--- src/hdl/tpt_pkg.sv ---
package tpt_pkg;

    // Default sizes of the translation structures
    localparam int DEF_TLB_SETS     = 1024;
    localparam int DEF_TLB_WAYS     = 4;
    localparam int DEF_PAGE_ENTRIES = 262144;

    // Address and entry field widths
    localparam int VA_W    = 24;
    localparam int OFF_W   = 6;
    localparam int PAGE_W  = 18;
    localparam int IDX_W   = 10;
    localparam int TAG_W   = 8;
    localparam int FRAME_W = 10;
    localparam int PA_W    = 16;

    // One TLB way: {valid, tag, frame}
    localparam int ENT_W = 1 + TAG_W + FRAME_W;
    // One page table entry: {valid, frame}
    localparam int PTE_W = 1 + FRAME_W;

    // Widest way number over the supported way counts
    localparam int WAY_W_MAX = 2;

    // Stream payload widths
    localparam int IN_DATA_W  = 40;
    localparam int IN_USER_W  = 1;
    localparam int OUT_DATA_W = 40;
    localparam int OUT_USER_W = 2;

    // Command codes
    localparam logic CMD_TRANSLATE = 1'b0;
    localparam logic CMD_INSTALL   = 1'b1;

    // Result status codes
    localparam logic [1:0] ST_TLB_HIT = 2'd0;
    localparam logic [1:0] ST_PT_HIT  = 2'd1;
    localparam logic [1:0] ST_FAULT   = 2'd2;
    localparam logic [1:0] ST_INSTALL = 2'd3;

    // Result of one pass over the ways of a set
    typedef struct packed {
        logic                 done;
        logic                 hit;
        logic [WAY_W_MAX-1:0] hit_way;
        logic                 free;
        logic [WAY_W_MAX-1:0] free_way;
    } t_scan_res;

endpackage

--- src/hdl/tpt_way_scan.sv ---
module tpt_way_scan #(
    parameter int WAYS = 4
) (
    input  logic                             i_clk,
    input  logic                             i_rst_n,
    input  logic                             i_start,
    input  logic [WAYS*tpt_pkg::ENT_W-1:0]   i_row_ent,
    input  logic [tpt_pkg::TAG_W-1:0]        i_tag,
    output tpt_pkg::t_scan_res               o_res
);
    import tpt_pkg::*;

    localparam int WB = $clog2(WAYS);

    logic          r_busy;
    logic          r_done;
    logic [WB-1:0] r_way;
    logic          r_hit;
    logic [WB-1:0] r_hit_way;
    logic          r_free;
    logic [WB-1:0] r_free_way;

    logic [ENT_W-1:0] w_ent;
    logic             w_valid;
    logic             w_match;

    // Shared tag compare on the way under the counter
    assign w_ent   = i_row_ent[int'(r_way)*ENT_W +: ENT_W];
    assign w_valid = w_ent[ENT_W-1];
    assign w_match = w_valid && (w_ent[FRAME_W +: TAG_W] == i_tag);

    // Step through the ways, one per cycle
    always_ff @(posedge i_clk) begin
        if (!i_rst_n) begin
            r_busy <= 1'b0;
            r_done <= 1'b0;
            r_hit  <= 1'b0;
            r_free <= 1'b0;
            r_way  <= '0;
        end else if (i_start) begin
            r_busy <= 1'b1;
            r_done <= 1'b0;
            r_hit  <= 1'b0;
            r_free <= 1'b0;
            r_way  <= '0;
        end else if (r_busy) begin
            if (w_match && !r_hit) begin
                r_hit <= 1'b1;
            end
            if (!w_valid && !r_free) begin
                r_free <= 1'b1;
            end
            if (r_way == WB'(WAYS - 1)) begin
                r_busy <= 1'b0;
                r_done <= 1'b1;
            end else begin
                r_way <= r_way + 1'b1;
            end
        end else begin
            r_done <= 1'b0;
        end
    end

    // Keep the first matching way and the first empty way
    always_ff @(posedge i_clk) begin
        if (r_busy && !i_start) begin
            if (w_match && !r_hit) begin
                r_hit_way <= r_way;
            end
            if (!w_valid && !r_free) begin
                r_free_way <= r_way;
            end
        end
    end

    assign o_res.done     = r_done;
    assign o_res.hit      = r_hit;
    assign o_res.hit_way  = WAY_W_MAX'(r_hit_way);
    assign o_res.free     = r_free;
    assign o_res.free_way = WAY_W_MAX'(r_free_way);

    // A pass ends after the last way and only then
    a_scan_ends: assert property (@(posedge i_clk) disable iff (!i_rst_n)
        (r_busy && r_way == WB'(WAYS - 1) && !i_start) |=> (!r_busy && r_done))
        else $error("way scan did not finish after the last way");

    a_done_after_busy: assert property (@(posedge i_clk) disable iff (!i_rst_n)
        r_done |-> $past(r_busy))
        else $error("scan done without a pass");

    a_idle_counter: assert property (@(posedge i_clk) disable iff (!i_rst_n)
        (r_busy && !i_start) |=> (r_busy || r_way == WB'(WAYS - 1)))
        else $error("scan stopped early");

endmodule

--- config.mk ---
export PLATFORM = sky130hd
export DESIGN_NAME = tpt_way_scan
export DESIGN_NICKNAME = d
export VERILOG_FILES = /design/src/hdl/tpt_pkg.sv /design/src/hdl/tpt_way_scan.sv
export SDC_FILE = /design/constraint.sdc
export NUM_CORES = 1
export LEC_CHECK = 0
export BUFFER_PORTS_ARGS = -buffer_cell sky130_fd_sc_hd__buf_2
export CORE_UTILIZATION = 36
export DETAILED_ROUTE_END_ITERATION = 10
export HOLD_SLACK_MARGIN = 0.1
export PLACE_DENSITY_LB_ADDON = 0.08
export SYNTH_ARGS = -nofsm -noshare
export SYNTH_HDL_FRONTEND = slang
export SYNTH_SLANG_ARGS = --single-unit
--- constraint.sdc ---
create_clock -name i_clk -period 5.5 [get_ports i_clk]
set_clock_uncertainty 0.1 [all_clocks]
set_input_delay 1.1 -clock i_clk [delete_from_list [all_inputs] [get_ports i_clk]]
set_output_delay 1.1 -clock i_clk [all_outputs]
set_load 0.005 [all_outputs]
== Word level (Yosys, flattened, before mapping) ==
Index checks and enable logic that the tools add are counted.

* Equal/unequal tests: 2
* Divide/modulo/power cells: 0
* Order comparisons: 0
* $mul: 1
* Shift operators: 1
* Muxes and demuxes: 3
* Bitwise gates (word level): 3
* $add $sub $neg: 1
* Reductions and logical operators: 15

{| class="wikitable"
|+ Operator list
! kind !! number
|-
| variable part select 76 x 8 -> 19 bit || 1
|-
| AND reduction 2 bit || 5
|-
| == test 8 bit || 1
|-
| multiplier 2 x 5 -> 7 bit (second input constant) || 1
|-
| logical AND 1 bit || 4
|-
| zero test 1 bit || 4
|-
| 2-to-1 mux 1 bit || 3
|-
| NOT 1 bit || 3
|-
| OR reduction 3 bit || 1
|-
| adder 2 x 1 -> 2 bit (second input constant) || 1
|-
| == test 2 bit (second input constant) || 1
|-
| OR reduction 2 bit || 1
|}

* Word-level logic and storage cells: 33
* Input bits: 87
* Bits in latches: 0
* Bits in registers: 10
* Memories: 0
* Bits in writable memories: 0
* Output and inout port bits: 7
* Memory bits (read-only): 0

== Depth between registers and ports, before layout ==
* Depth after elaboration: 6
* Depth in mapped cells: 7
* Mapped depth without buffers: 5

== Least setup slack after synthesis ==
No wires, ideal clock.

* Kind: input-to-reg
* From: in i_row_ent[48] (netlist bit)
* To: reg r_hit_way[0], enable pin
* Cell stages on the path: 5
* Slack: 2.560 ns
* Data required time: 5.055 ns
* Path buffers: 0
* Library setup time: 0.345 ns
* Arrival time: 2.495 ns
* Cells stage by stage: mux2i_1 xnor2_1 nor4_2 or4b_1 a2111oi_2

* Longest elaborated chain between the ends: 5

{| class="wikitable"
|+ Ends and longest elaborated chain
! item !! line !! RTL
|-
| start, declared || tpt_way_scan.sv:7 || <nowiki>input logic [WAYS*tpt_pkg::ENT_W-1:0] i_row_ent,</nowiki>
|-
| variable part select 76 x 8 -> 19 bit (*) || tpt_way_scan.sv:28 || <nowiki>assign w_ent = i_row_ent[int'(r_way)*ENT_W +: ENT_W];</nowiki>
|-
| == test 8 bit || tpt_way_scan.sv:30 || <nowiki>assign w_match = w_valid && (w_ent[FRAME_W +: TAG_W] == i_tag);</nowiki>
|-
| logical AND 1 bit (*) || tpt_way_scan.sv:30 ||
|-
| logical AND 1 bit (*) || tpt_way_scan.sv:67 || <nowiki>if (w_match && !r_hit) begin</nowiki>
|-
| AND reduction 2 bit (no line) (*) || -- ||
|-
| end signal, assigned || tpt_way_scan.sv:68 || <nowiki>r_hit_way <= r_way;</nowiki>
|-
| end, declared || tpt_way_scan.sv:19 || <nowiki>logic [WB-1:0] r_hit_way;</nowiki>
|}

Every way passes the cells marked *; elsewhere a longest branch is shown, timed or not.
A chain may end at the register's enable or synchronous reset.

== Worst setup path in the final report ==
* From: in i_row_ent[53] (netlist bit)
* To: reg r_hit_way[0], enable pin

The elaborated chain is that of the path after synthesis.

==> run_results.csv <==
group,metric,value,unit
layout,n_fill_cell,214,
die,dieArea,2500,µm²
power,seqPwrFrac,0.457,
sta,max_clock_freq,346,MHz
worst_hold_path,hold_depth,2,
global_route,grt_pass1_wl,2680,µm
cts,cts_resized,0,
synthesis,syn-num-nets,169,
power,power,0.177,mW
worst_setup_path,critPathLaunch,"i_row_ent[53]",
synthesis,yosys-top-cells-area,"mux2i_1 24%, dfxtp_1 14%, edfxtp_1 14%",
worst_setup_path,critPathArrivalTime,2.71,ns
layout,drive_gt1_frac,0.455,
worst_setup_path,max_stage_delay,0.49,ns
worst_setup_path,worstReg2RegEnd,"r_hit_way[0]",
synthesis,synth-warning-count,0,
layout,diodes,0,
drt,routedWlPerCell,10.3,µm
place,place.gp.congestion,0.739,
worst_setup_path,cp_num_cells,6,
synthesis,yosys.area.top_type_share,0.241,
power,leakagePower,0.454,nW
cts,hold_buffers,0,
drt,vias_per_cell,4.73,
place,dp_slack,2.32,ns
sta,rsz0062_at_grt,"no",
drt,drcViolationCount,0,
layout,final_area,1120,µm²
cts,root_buffer,"clkbuf_4",
power,ir_drop,0.0000756,V
sta,period_share,0.526,
worst_setup_path,rr_worst_depth,6,
worst_setup_path,rr_startpoint,"r_way[1]",
layout,utilization,0.509,
global_route,overflow,0,
worst_setup_path,regToRegSetupSlack,2.84,ns
worst_setup_path,path_cells,"buf_2, mux2i_1, xnor2_1, nor4_2, or4b_1, a2111oi_2",
sta,fin_setup_tns,0,ns
power,p_int,0.132,mW
power,power.share.combinational,0.281,
power,clkPwrFrac,0.262,
die,core-area,2190,µm²
worst_setup_path,worstSetupPathType,"in2reg",
cts,cts_setup_buffers,0,
worst_setup_path,critPathSlowestCell,"or4b_1",
global_route,grt.total_usage,0.144,
power,power.switching,0.0448,mW
global_route,grt_pass1_vias,696,
power,powerDensity,158,nW/µm²
die,placementRows,17,
drt,ant_nets,0,
worst_setup_path,start_kind,"input port",
cts,cts_sinks,10,
cts,cts_tree,"done",
cts,htree_levels,1,
synthesis,seq_area_frac_synth,0.289,
worst_setup_path,path_delay_family,"simple AND/OR/NAND/NOR gates",
worst_hold_path,hp-class,"reg2reg",
die,die_w,50.0,µm
sta,setup_viol,0,
run_status,status,"complete, no violations",
worst_setup_path,crit_buf_inv,1,
synthesis,synth_area,831,µm²
sta,timing.final.ws_setup,2.61,ns
synthesis,avgSynthCellArea,10.3,µm²
layout,area_growth,34.3,%
flow_run,cap_violations,0,
drt,wl,1650,µm
layout,nets,222,
drt,drt_iter0_drc,6,
sta,final_max_slew_viol_count,0,
sta,relSlewSlack,0.644,
cts,clockBufferDepth,2,
die,io_pins,94,
synthesis,synth-seq-cells,10,
sta,hold_violations,0,
synthesis,ys_types,27,
synthesis,syn-instance-count,81,
power,swShare,0.253,
cts,path_clk_slew,0.06,ns
synthesis,synth_area_leader_cell,"mux2i_1",
sta,timing_worst_slew_pin_value,0.534,ns
worst_setup_path,cp-endpoint,"r_hit_way[0]",
cts,cts-buffers-inserted,3,
worst_setup_path,endpoint_kind,"flop",
place,portBuffers,53,
sta,period_needed,2.89,ns
place,place_area,1090,µm²
layout,final_common_cell,"buf_2",
layout,mostFrequentLayoutCells,"53 x buf_2, 20 x mux2i_1, 13 x xnor2_1, 6 x dfxtp_1, 5 x nor2_1",
die,fp.dieH,50.0,µm
cts,clock_latency,0.25,ns
worst_setup_path,worst-path-max-fanout,2,
global_route,grt_max_degree,22,
die,start_util,0.379,
drt,vias,757,
drt,drtPass1Iterations,3,
global_route,antenna_found_initial,0,
worst_setup_path,crit_required,5.32,ns
[per-stage QoR]
step	hold WS [ns]	cells
2_1_floorplan	0.352	81
3_3_place_gp	0.380	157
3_5_place_dp	0.375	157
4_1_cts	0.385	160
5_1_grt	0.425	160
6_report	0.382	160
[power by group through the flow]
stage	logic (mW)	registers, mW	clock network (mW)
after floorplan	0.0294	0.0811	0
final	0.0496	0.0808	0.0463
after CTS	0.0504	0.0808	0.0491
after global routing	0.0550	0.0811	0.0545
after detailed placement	0.0500	0.0825	0
after global placement	0.0489	0.0824	0
[worst min-delay path, delay by kind of cell, from the launching register on]
family / cells / cell delay [ns]
flip-flops: 1 / 0.31
buffers and inverters: 1 / 0.07
AO/OA/AOI/OAI: 1 / 0.06
[metal layers]
metal	up-vias	wire (µm)	track usage
met5	-	0	0
met4	0	27	0.100
met3	2	125	0.0278
met2	36	839	0.249
met1	326	655	0.154
li1	393	-	-
[layout make-up]
| cell class | instances | area [µm²] | share of cell area |
|---|---|---|---|
| multi-input cells | 63 | 538 | 0.482 |
| flip-flops and latches | 10 | 240 | 0.215 |
| repair buffers | 54 | 273 | 0.244 |
| inverters | 2 | 7.51 | 0.00673 |
| clock buffers | 3 | 22.5 | 0.0202 |
| well taps | 28 | 35.0 | 0.0314 |
[registers in the layout, summed over array words and instances, names as in the netlist]
| signal | count |
|---|---|
| r_busy | 1 |
| r_hit_way | 2 |
| r_hit | 1 |
| r_free_way | 2 |
| r_free | 1 |
| r_way | 2 |
| r_done | 1 |
[Yosys cell counts]
master     instances
inv_1              2
nor4_1             1
nand2b_1           1
o21ai_0            1
nor4b_1            1
dfxtp_1            6
xnor2_1           13
or4_1              1
ha_1               1
edfxtp_1           4
a2111oi_2          1
mux2i_1           20
a21oi_1            2
xor2_1             4
nor2b_1            1
nand2_1            1
nor2_1             5
nor4_2             1
buf_6              1
buf_1              1
o21a_1             2
o32ai_1            1
nor3_1             1
or4b_1             1
buf_4              4
nand3_1            3
mux4_2             1
[how the worst min path moves through the flow]
stage | startpoint | end
global route | r_hit | r_hit
global placement | r_hit | r_hit
floorplan | r_hit | r_hit
finish | r_hit | r_hit
CTS | r_hit | r_hit
detailed placement | r_hit | r_hit
[kinds of logic (layout without fill, tap and decap cells)]
kind of cell               count (synthesis)  after routing  share of synthesized area
adders and majority gates                  1              1                     0.0151
AOI/OAI and AO/OA                          7              7                     0.0647
and+or+nand+nor                           17             17                      0.120
xor gates and xnor gates                  17             17                      0.179
buffers and inverters                      8             59                     0.0633
DFF                                       10             10                      0.289
muxes                                     21             21                      0.268
Power figures use the tool's default switching activity.
