### src/hdl/tpt_pkg.sv
package tpt_pkg;

    // Default sizes of the translation structures
    localparam int DEF_TLB_SETS     = 1024;
    localparam int DEF_TLB_WAYS     = 4;
    localparam int DEF_PAGE_ENTRIES = 262144;

    // Address and entry field widths
    localparam int VA_W    = 24;
    localparam int OFF_W   = 6;
    localparam int PAGE_W  = 18;
    localparam int IDX_W   = 10;
    localparam int TAG_W   = 8;
    localparam int FRAME_W = 10;
    localparam int PA_W    = 16;

    // One TLB way: {valid, tag, frame}
    localparam int ENT_W = 1 + TAG_W + FRAME_W;
    // One page table entry: {valid, frame}
    localparam int PTE_W = 1 + FRAME_W;

    // Widest way number over the supported way counts
    localparam int WAY_W_MAX = 2;

    // Stream payload widths
    localparam int IN_DATA_W  = 40;
    localparam int IN_USER_W  = 1;
    localparam int OUT_DATA_W = 40;
    localparam int OUT_USER_W = 2;

    // Command codes
    localparam logic CMD_TRANSLATE = 1'b0;
    localparam logic CMD_INSTALL   = 1'b1;

    // Result status codes
    localparam logic [1:0] ST_TLB_HIT = 2'd0;
    localparam logic [1:0] ST_PT_HIT  = 2'd1;
    localparam logic [1:0] ST_FAULT   = 2'd2;
    localparam logic [1:0] ST_INSTALL = 2'd3;

    // Result of one pass over the ways of a set
    typedef struct packed {
        logic                 done;
        logic                 hit;
        logic [WAY_W_MAX-1:0] hit_way;
        logic                 free;
        logic [WAY_W_MAX-1:0] free_way;
    } t_scan_res;

endpackage

### src/hdl/tpt_mod_reduce.sv
module tpt_mod_reduce #(
    parameter int VW      = 10,
    parameter int MODULUS = 1024
) (
    input  logic          i_clk,
    input  logic          i_rst_n,
    input  logic          i_start,
    input  logic [VW-1:0] i_value,
    output logic          o_busy,
    output logic [VW-1:0] o_rem
);
    import tpt_pkg::*;

    localparam int MW = $clog2(MODULUS + 1);
    localparam int EW = VW + MW;
    localparam int RW = VW + 1;
    localparam int PW = VW + RW;
    localparam logic [EW-1:0] MOD_E = EW'(MODULUS);
    localparam logic [PW-1:0] MOD_P = PW'(MODULUS);
    // Scaled reciprocal rounded down: the quotient estimate is low by at most one
    localparam logic [RW-1:0] RECIP = RW'((64'd1 << VW) / 64'(MODULUS));

    localparam logic [1:0] P_IDLE = 2'd0;
    localparam logic [1:0] P_QUOT = 2'd1;
    localparam logic [1:0] P_SUB  = 2'd2;
    localparam logic [1:0] P_FIX  = 2'd3;

    logic [1:0]    r_phase;
    logic [VW-1:0] r_v;
    logic [RW-1:0] r_q;
    logic [PW-1:0] w_prod;
    logic [PW-1:0] w_qm;
    logic          w_ge;

    // Quotient estimate, its product with the modulus, and the final compare
    assign w_prod = {{RW{1'b0}}, r_v} * {{VW{1'b0}}, RECIP};
    assign w_qm   = {{VW{1'b0}}, r_q} * MOD_P;
    assign w_ge   = {{MW{1'b0}}, r_v} >= MOD_E;

    // Advance through estimate, subtract and correction, one step per cycle
    always_ff @(posedge i_clk) begin
        if (!i_rst_n) begin
            r_phase <= P_IDLE;
        end else if (i_start) begin
            r_phase <= P_QUOT;
        end else begin
            unique case (r_phase)
                P_QUOT:  r_phase <= P_SUB;
                P_SUB:   r_phase <= P_FIX;
                P_FIX:   r_phase <= P_IDLE;
                default: r_phase <= P_IDLE;
            endcase
        end
    end

    always_ff @(posedge i_clk) begin
        if (i_start) begin
            r_v <= i_value;
        end else begin
            case (r_phase)
                P_QUOT:  r_q <= w_prod[PW-1:VW];
                P_SUB:   r_v <= r_v - w_qm[VW-1:0];
                P_FIX:   if (w_ge) r_v <= r_v - MOD_E[VW-1:0];
                default: ;
            endcase
        end
    end

    assign o_busy = (r_phase != P_IDLE);
    assign o_rem  = r_v;

endmodule

### config.mk
export PLATFORM = sky130hd
export DESIGN_NAME = tpt_mod_reduce
export DESIGN_NICKNAME = d
export VERILOG_FILES = /design/src/hdl/tpt_pkg.sv /design/src/hdl/tpt_mod_reduce.sv
export SDC_FILE = /design/constraint.sdc
export NUM_CORES = 1
export LEC_CHECK = 0
export ABC_CLOCK_PERIOD_IN_PS = 2400
export BUFFER_PORTS_ARGS = -buffer_cell sky130_fd_sc_hd__buf_4
export CELL_PAD_IN_SITES_DETAIL_PLACEMENT = 0
export CELL_PAD_IN_SITES_GLOBAL_PLACEMENT = 1
export CORE_AREA = 2 2 39 41
export DETAILED_ROUTE_END_ITERATION = 16
export DIE_AREA = 0 0 41 43
export PLACE_DENSITY = 0.73
export SETUP_SLACK_MARGIN = 0.02
export SYNTH_ARGS = -nofsm -noshare
export SYNTH_HDL_FRONTEND = slang
export SYNTH_SLANG_ARGS = --single-unit
### constraint.sdc
create_clock -name i_clk -period 2.4 [get_ports i_clk]
set_clock_uncertainty 0.15 [all_clocks]
set_input_delay 0.36 -clock i_clk [delete_from_list [all_inputs] [get_ports i_clk]]
set_output_delay 0.36 -clock i_clk [all_outputs]
set_load 0.05 [all_outputs]
Yosys cells after proc, flatten, opt, wreduce, memory -nomap -nowiden
Cells that the tools add are included.
W data, S select, Z words.

word-level totals
  register bits after elaboration = 12
  input bits = 13
  output and inout port bits = 11
  word-level logic and storage cells = 11

operators by class
  equal/unequal tests = 2
  multiplexer cells = 3
  bitwise gates (word level) = 1
  reductions and logical operators = 2

operators by type and width
  operator              number
  $mux W10              1
  $pmux W2 S2           1
  $eq A2 B1 Y1 const B  1
  $eq A2 B2 Y1 const B  1
  $reduce_bool A2 Y1    1
  $reduce_or A2 Y1      1
  $mux W1               1
  $not A1 Y1            1

Depth between registers and ports, before layout
Gate-level depths: netlist (run 1).

  word-level depth = 3
  depth in mapped cells = 3
  depth with buffers taken out = 3

Worst setup path before layout (run 1)
No wires, ideal clock.

  path kind = reg-to-output
  start = register r_phase[0]
  end = output port o_busy
  arrival time = 0.817 ns
  data required time = 1.890 ns
  setup slack = 1.073 ns
  cell stages (with the launch flop) = 4
  buffers on the path = 0
  cells stage by stage = dfxtp_1 inv_1 ha_1 inv_1

on the way
  cells in the longest elaborated chain, start to end = 1

ends and longest elaborated chain
  item                    line                  RTL
  start, declared         tpt_mod_reduce.sv:28  logic [1:0] r_phase;
  start signal, assigned  tpt_mod_reduce.sv:43  r_phase <= P_IDLE;
  start signal, assigned  tpt_mod_reduce.sv:45  r_phase <= P_QUOT;
  start signal, assigned  tpt_mod_reduce.sv:48  P_QUOT: r_phase <= P_SUB;
  $reduce_bool A2 Y1      tpt_mod_reduce.sv:69  assign o_busy = (r_phase != P_IDLE);
  end, declared           tpt_mod_reduce.sv:9   output logic o_busy,

Every way passes these cells.

Worst setup path in the final report (run 1)
  start = register r_phase[1]
  end = output port o_busy

The elaborated chain is that of the path after synthesis.

==> results.py, run 1 <==
metrics = {
    "outcome": {
        "outcome": "completed",
    },
    "yosys": {
        "synth_area_leaders": "edfxtp_1 76%, dfxtp_1 10%, ha_1 6.4%, inv_1 2.9%, and3b_1 2.2%",
        "synth-seq-area-share": 0.866,
        "synth_cells": 19,
        "synth_edf_count": 10,
        "syn-cell-area_um2": 393,
        "async_reset_ff_frac": 0,
        "ys_warn_count": 0,
        "syn_area_per_cell_um2": 20.7,
        "synth_ff_type": "edfxtp_1",
        "yosys.area.top_type": "edfxtp_1",
        "synth_fp_nets": 34,
        "synth_common_cells": "10 x edfxtp_1, 3 x inv_1, 2 x dfxtp_1, 2 x ha_1",
        "synth_cell_type_count": 6,
        "synth_most_common_cell": "edfxtp_1",
        "ys_seq_elements": 12,
        "synth_top_area_frac": 0.764,
    },
    "worst_setup_path": {
        "cp_top_family": "flip-flops",
        "worst-setup-path-type": "flip-flop to output pin",
        "required_ns": 1.89,
        "critical_path.cell_chain": "inv_1, ha_1, inv_1, buf_4",
        "end_kind": "output pin",
        "crit_buf_inv": 3,
        "crit_path_max_incr_delay_ns": 0.34,
        "arrival_ns": 1.05,
        "worstSetupStartpointType": "flip-flop",
        "critPathMaxFanout": 2,
        "crit_path_frequent_cell": "inv_1",
        "crit_slowest_cell": "dfxtp_1",
    },
    "layout": {
        "diodes": 0,
        "synthToLayoutAreaGrowth_pct": 55.7,
        "drive_above_1_share": 0.565,
        "fin_nets": 62,
    },
    "detailed_routing": {
        "ant_nets": 0,
        "drtIter0Drc": 0,
        "dr.pass1.iters": 1,
        "vias_per_cell": 4.11,
        "avgRoutedWirePerCell_um": 10.8,
        "drcViolationCount": 0,
        "vias": 255,
        "wl_um": 668,
    },
    "sta": {
        "rsz0062_at_grt": "false",
        "setup_viol": 0,
        "slew_viol_final": 0,
        "worst_hold_slack_ns": 0.117,
        "layout_setup_ws_ns": 0.837,
        "fmax_mhz": 640,
        "period_minus_slack_ns": 1.56,
        "tightestPinTransition_ns": 0.142,
        "relSlewSlack": 0.905,
        "min_period_over_period": 0.651,
        "finalSetupTns_ns": 0,
        "finalHoldViolCount": 0,
    },
    "hold_path": {
        "hold_path_class": "primary input to flip-flop",
    },
    "grt": {
        "grt_pass1_wl_um": 966,
        "antenna_found_initial": 0,
        "grt_usage": 0.0901,
        "overflow": 0,
        "grt_pass1_vias": 232,
        "grt_max_degree": 13,
    },
    "clock_network": {
        "clock_sinks": 12,
        "postCtsResizedCells": 0,
        "cts.path.max_buffers": 2,
        "clk_pin_slew_ns": 0.07,
        "cts_buffers": 3,
        "cts_tree": "yes",
        "clk_latency_ns": 0.26,
        "post-cts-setup-buffers": 0,
        "cts_root_buffer": "clkbuf_4",
        "cts_hold_buf": 0,
        "cts_max_level": 1,
    },
    "floorplan": {
        "ioPinCount": 24,
        "core_um2": 1380,
        "die_h_um": 43,
        "rows": 14,
        "fp.dieArea_um2": 1760,
        "start_util": 0.284,
        "die_w_um": 41,
    },
    "power": {
        "clkPwrFrac": 0.264,
        "pwr-share-seq": 0.525,
        "ir_worst_vdd_mv": 0.418,
        "p_leak_nw": 0.275,
        "p_comb_frac": 0.211,
        "swShare": 0.276,
        "powerDensity_nw_per_um2": 766,
        "internal_power_w": 0.000339,
        "power.net_switching_w": 0.000129,
    },
    "place": {
        "dp_hpwl_um": 540,
        "io_buffers": 23,
        "routabilityCongestion": 0.558,
        "pre_cts_slack_ns": 1.12,
    },
    "flow_run": {
        "maxCapViolations": 0,
    },
}
power groups by stage:
stage                 logic, W  registers [W]  clock network [W]
floorplan           0.00000924       0.000300                  0
global placement     0.0000996       0.000251                  0
detailed placement    0.000100       0.000251                  0
CTS                   0.000100       0.000246           0.000132
global route          0.000104       0.000248           0.000142
finish               0.0000988       0.000246           0.000124
state kept, by name, summed over array words and instances, names as in the netlist:
signal   flops
r_phase      2
o_rem       10
area by class of cell:
type / count / area [um2]
clock buffers: 4 / 26.3
fillers: 133 / 772
inverters: 3 / 11.3
multi-input cells: 4 / 41.3
flip-flops and latches: 12 / 340
well taps: 16 / 20.0
repair buffers: 23 / 173
metal layers:
layer	wire length, um	vias to the layer above	track usage	share of wire
met5	0	-	0	0
met4	17	0	0.0800	0.025
met3	142	2	0.0576	0.21
met2	227	26	0.106	0.34
met1	280	104	0.106	0.42
li1	-	123	-	-
logic make-up (layout without fill, tap and decap cells):
logic type,count (synthesis),in the layout,synth area share
flip-flops,12,12,0.866
buffers and inverters,3,30,0.0287
AND/OR/NAND/NOR,1,1,0.0223
AO/OA/AOI/OAI,1,1,0.0191
adder cells (fa/ha/maj),2,2,0.0637
worst paths after layout:
path / start / end / slack [ns] / cells after the start
worst max register to register: r_phase[1]$_SDFF_PP0_ / r_phase[1]$_SDFF_PP0_ / 1.34 / 3
worst max-delay path: r_phase[1]$_SDFF_PP0_ / o_busy / 0.84 / 4
worst min-delay path: i_value[0] / o_rem[0]$_DFFE_PP_ / 0.12 / 1
worst min register to register: r_phase[1]$_SDFF_PP0_ / r_phase[0]$_SDFF_PN0_ / 0.46 / 2
stage by stage:
stage	total power, W	util	area (um2)	instances
6_report	0.000469	0.442	612	62
5_1_grt	0.000494	0.442	612	62
4_1_cts	0.000479	0.442	612	62
3_5_place_dp	0.000351	0.423	586	58
3_3_place_gp	0.000350	0.423	586	58
2_1_floorplan	0.000309	-	393	19
cell usage in the layout (no fill, tap or decap):
cell type and n:
and3b_1 1, buf_4 23, clkbuf_1 1, clkbuf_4 3, dfxtp_1 2, edfxtp_1 10, ha_1 2, inv_1 3
o21a_1 1
worst register-to-register path: stages, from the launching register on:
cell and delay, ns:
dfxtp_1 0.34, inv_1 0.05, ha_1 0.25, and3b_1 0.17
Note: power is estimated with default switching activity, not from simulation.
==> inputs of run 2 (changes only) <==
ABC_CLOCK_PERIOD_IN_PS = 1620   (was 2400)
CORE_AREA = default   (was 2 2 39 41)
CORE_UTILIZATION = 30   (was default)
DIE_AREA = default   (was 0 0 41 43)
PLACE_DENSITY = 0.74   (was 0.73)
clock period = 1.62 ns   (was 2.4 ns; I/O delays follow)
==> results.py, run 2 (same netlist as run 1, synthesis figures left out) <==
metrics = {
    "sta": {
        "finalHoldViolCount": 0,
        "fmax_mhz": 697,
        "tightestPinTransition_ns": 0.155,
        "relSlewSlack": 0.898,
        "rsz0062_at_grt": "false",
        "finalSetupTns_ns": 0,
        "slew_viol_final": 0,
        "setup_viol": 0,
        "worst_hold_slack_ns": 0.0339,
        "min_period_over_period": 0.885,
        "period_minus_slack_ns": 1.43,
    },
    "clock_network": {
        "clk_latency_ns": 0.26,
        "cts_max_level": 1,
        "cts_root_buffer": "clkbuf_4",
        "cts_buffers": 3,
        "clk_pin_slew_ns": 0.07,
        "postCtsResizedCells": 0,
        "clock_sinks": 12,
        "cts_tree": "yes",
        "cts.path.max_buffers": 2,
    },
    "floorplan": {
        "ioPinCount": 24,
        "rows": 12,
        "core_um2": 1160,
        "die_h_um": 38.2,
        "die_w_um": 38.2,
        "start_util": 0.340,
        "fp.dieArea_um2": 1460,
    },
    "detailed_routing": {
        "vias_per_cell": 4.07,
        "wl_um": 749,
        "vias": 285,
        "dr.pass1.iters": 4,
        "drtIter0Drc": 4,
        "drcViolationCount": 0,
        "ant_nets": 0,
        "avgRoutedWirePerCell_um": 10.7,
    },
    "grt": {
        "grt_max_degree": 13,
        "grt_pass1_wl_um": 1080,
        "antenna_found_initial": 0,
        "overflow": 0,
        "grt_pass1_vias": 254,
        "grt_usage": 0.124,
    },
    "worst_setup_path": {
        "critPathMaxFanout": 2,
        "worst-setup-path-type": "flip-flop to output pin",
        "end_kind": "output pin",
        "worstSetupStartpointType": "flip-flop",
        "arrival_ns": 1.04,
        "required_ns": 1.23,
    },
    "place": {
        "dp_hpwl_um": 494,
        "io_buffers": 23,
        "dpl_cell_area_um2": 583,
        "routabilityCongestion": 0.613,
    },
    "layout": {
        "finalInstanceArea_um2": 719,
        "n_fill_cell": 91,
        "largest_reg_flops": 10,
        "fin_nets": 72,
        "layout_common_cells": "23 x buf_4, 10 x dlygate4sd3_1, 10 x edfxtp_1",
        "synthToLayoutAreaGrowth_pct": 83.1,
        "drive_above_1_share": 0.482,
        "diodes": 0,
        "layout_commonest_cell": "buf_4",
    },
    "power": {
        "power.net_switching_w": 0.000203,
        "power.total_w": 0.000763,
        "clkPwrFrac": 0.303,
        "swShare": 0.266,
        "internal_power_w": 0.000560,
        "p_comb_frac": 0.218,
        "pwr-share-seq": 0.479,
        "ir_worst_vdd_mv": 0.561,
        "powerDensity_nw_per_um2": 1060,
        "p_leak_nw": 0.323,
    },
    "flow_run": {
        "maxCapViolations": 0,
    },
    "outcome": {
        "outcome": "completed",
    },
    "hold_path": {
        "hold_path_class": "primary input to flip-flop",
    },
}
==> run 2: changes by cell type in the layout (fill, tap and decap cells not counted), sizes merged <==
cell / previous run / this run
dlygate4sd3: 0 / 10
==> run 2: layout make-up <==
cell class / instances / area (um2) / share of cell area
clock buffer: 4 / 36.3 / 0.0504
inverter: 3 / 11.3 / 0.0157
timing repair buffer: 33 / 273 / 0.379
sequential: 12 / 340 / 0.473
tap: 14 / 17.5 / 0.0243
multi-input combinational: 4 / 41.3 / 0.0574
==> run 2: through the flow <==
| step | instances | utilization | setup slack, ns |
|---|---|---|---|
| 5_1_grt | 70 | 0.622 | 0.111 |
| 3_5_place_dp | 56 | 0.504 | 0.467 |
| 4_1_cts | 69 | 0.614 | 0.170 |
| 6_report | 70 | 0.622 | 0.186 |
| 3_3_place_gp | 56 | 0.504 | 0.486 |
| 2_1_floorplan | 19 | - | 0.410 |
==> run 2: worst max-delay path, stage by stage (launching register included) <==
cell,delay (ns)
dfxtp_1,0.33
inv_1,0.04
ha_1,0.17
inv_1,0.05
buf_4,0.18
==> run 2: metal layers <==
| layer | vias up | track usage | part of all wire |
|---|---|---|---|
| met2 | 16 | 0.212 | 0.57 |
| met1 | 126 | 0.107 | 0.34 |
| met3 | 2 | 0.0349 | 0.061 |
| li1 | 141 | - | - |
| met4 | 0 | 0.134 | 0.025 |
| met5 | - | 0 | 0 |
==> run 2: path summary, 6_finish.rpt <==
kind | slack, ns | startpoint | depth (start not counted) | to
worst max register to register | 0.56 | r_phase[1]$_SDFF_PP0_ | 3 | r_phase[1]$_SDFF_PP0_
worst max-delay path | 0.19 | r_phase[1]$_SDFF_PP0_ | 4 | o_busy
worst min register to register | 0.45 | r_phase[1]$_SDFF_PP0_ | 2 | r_phase[0]$_SDFF_PN0_
worst min-delay path | 0.03 | i_rst_n | 2 | r_phase[0]$_SDFF_PN0_
==> run 2: power groups by stage <==
stage / Combinational [W] / Sequential, W / Clock (W)
after CTS: 0.000164 / 0.000365 / 0.000233
after global routing: 0.000173 / 0.000367 / 0.000257
final: 0.000166 / 0.000365 / 0.000231
after detailed placement: 0.000146 / 0.000372 / 0
after floorplan: 0.0000137 / 0.000444 / 0
after global placement: 0.000145 / 0.000371 / 0
==> run 2: timing repair <==
item / in CTS / in global routing
hold buffers: 9 / 1
setup endpoints to repair: 0 / 0
endpoints found under the hold margin: 9 / 1
setup buffers: 0 / 0
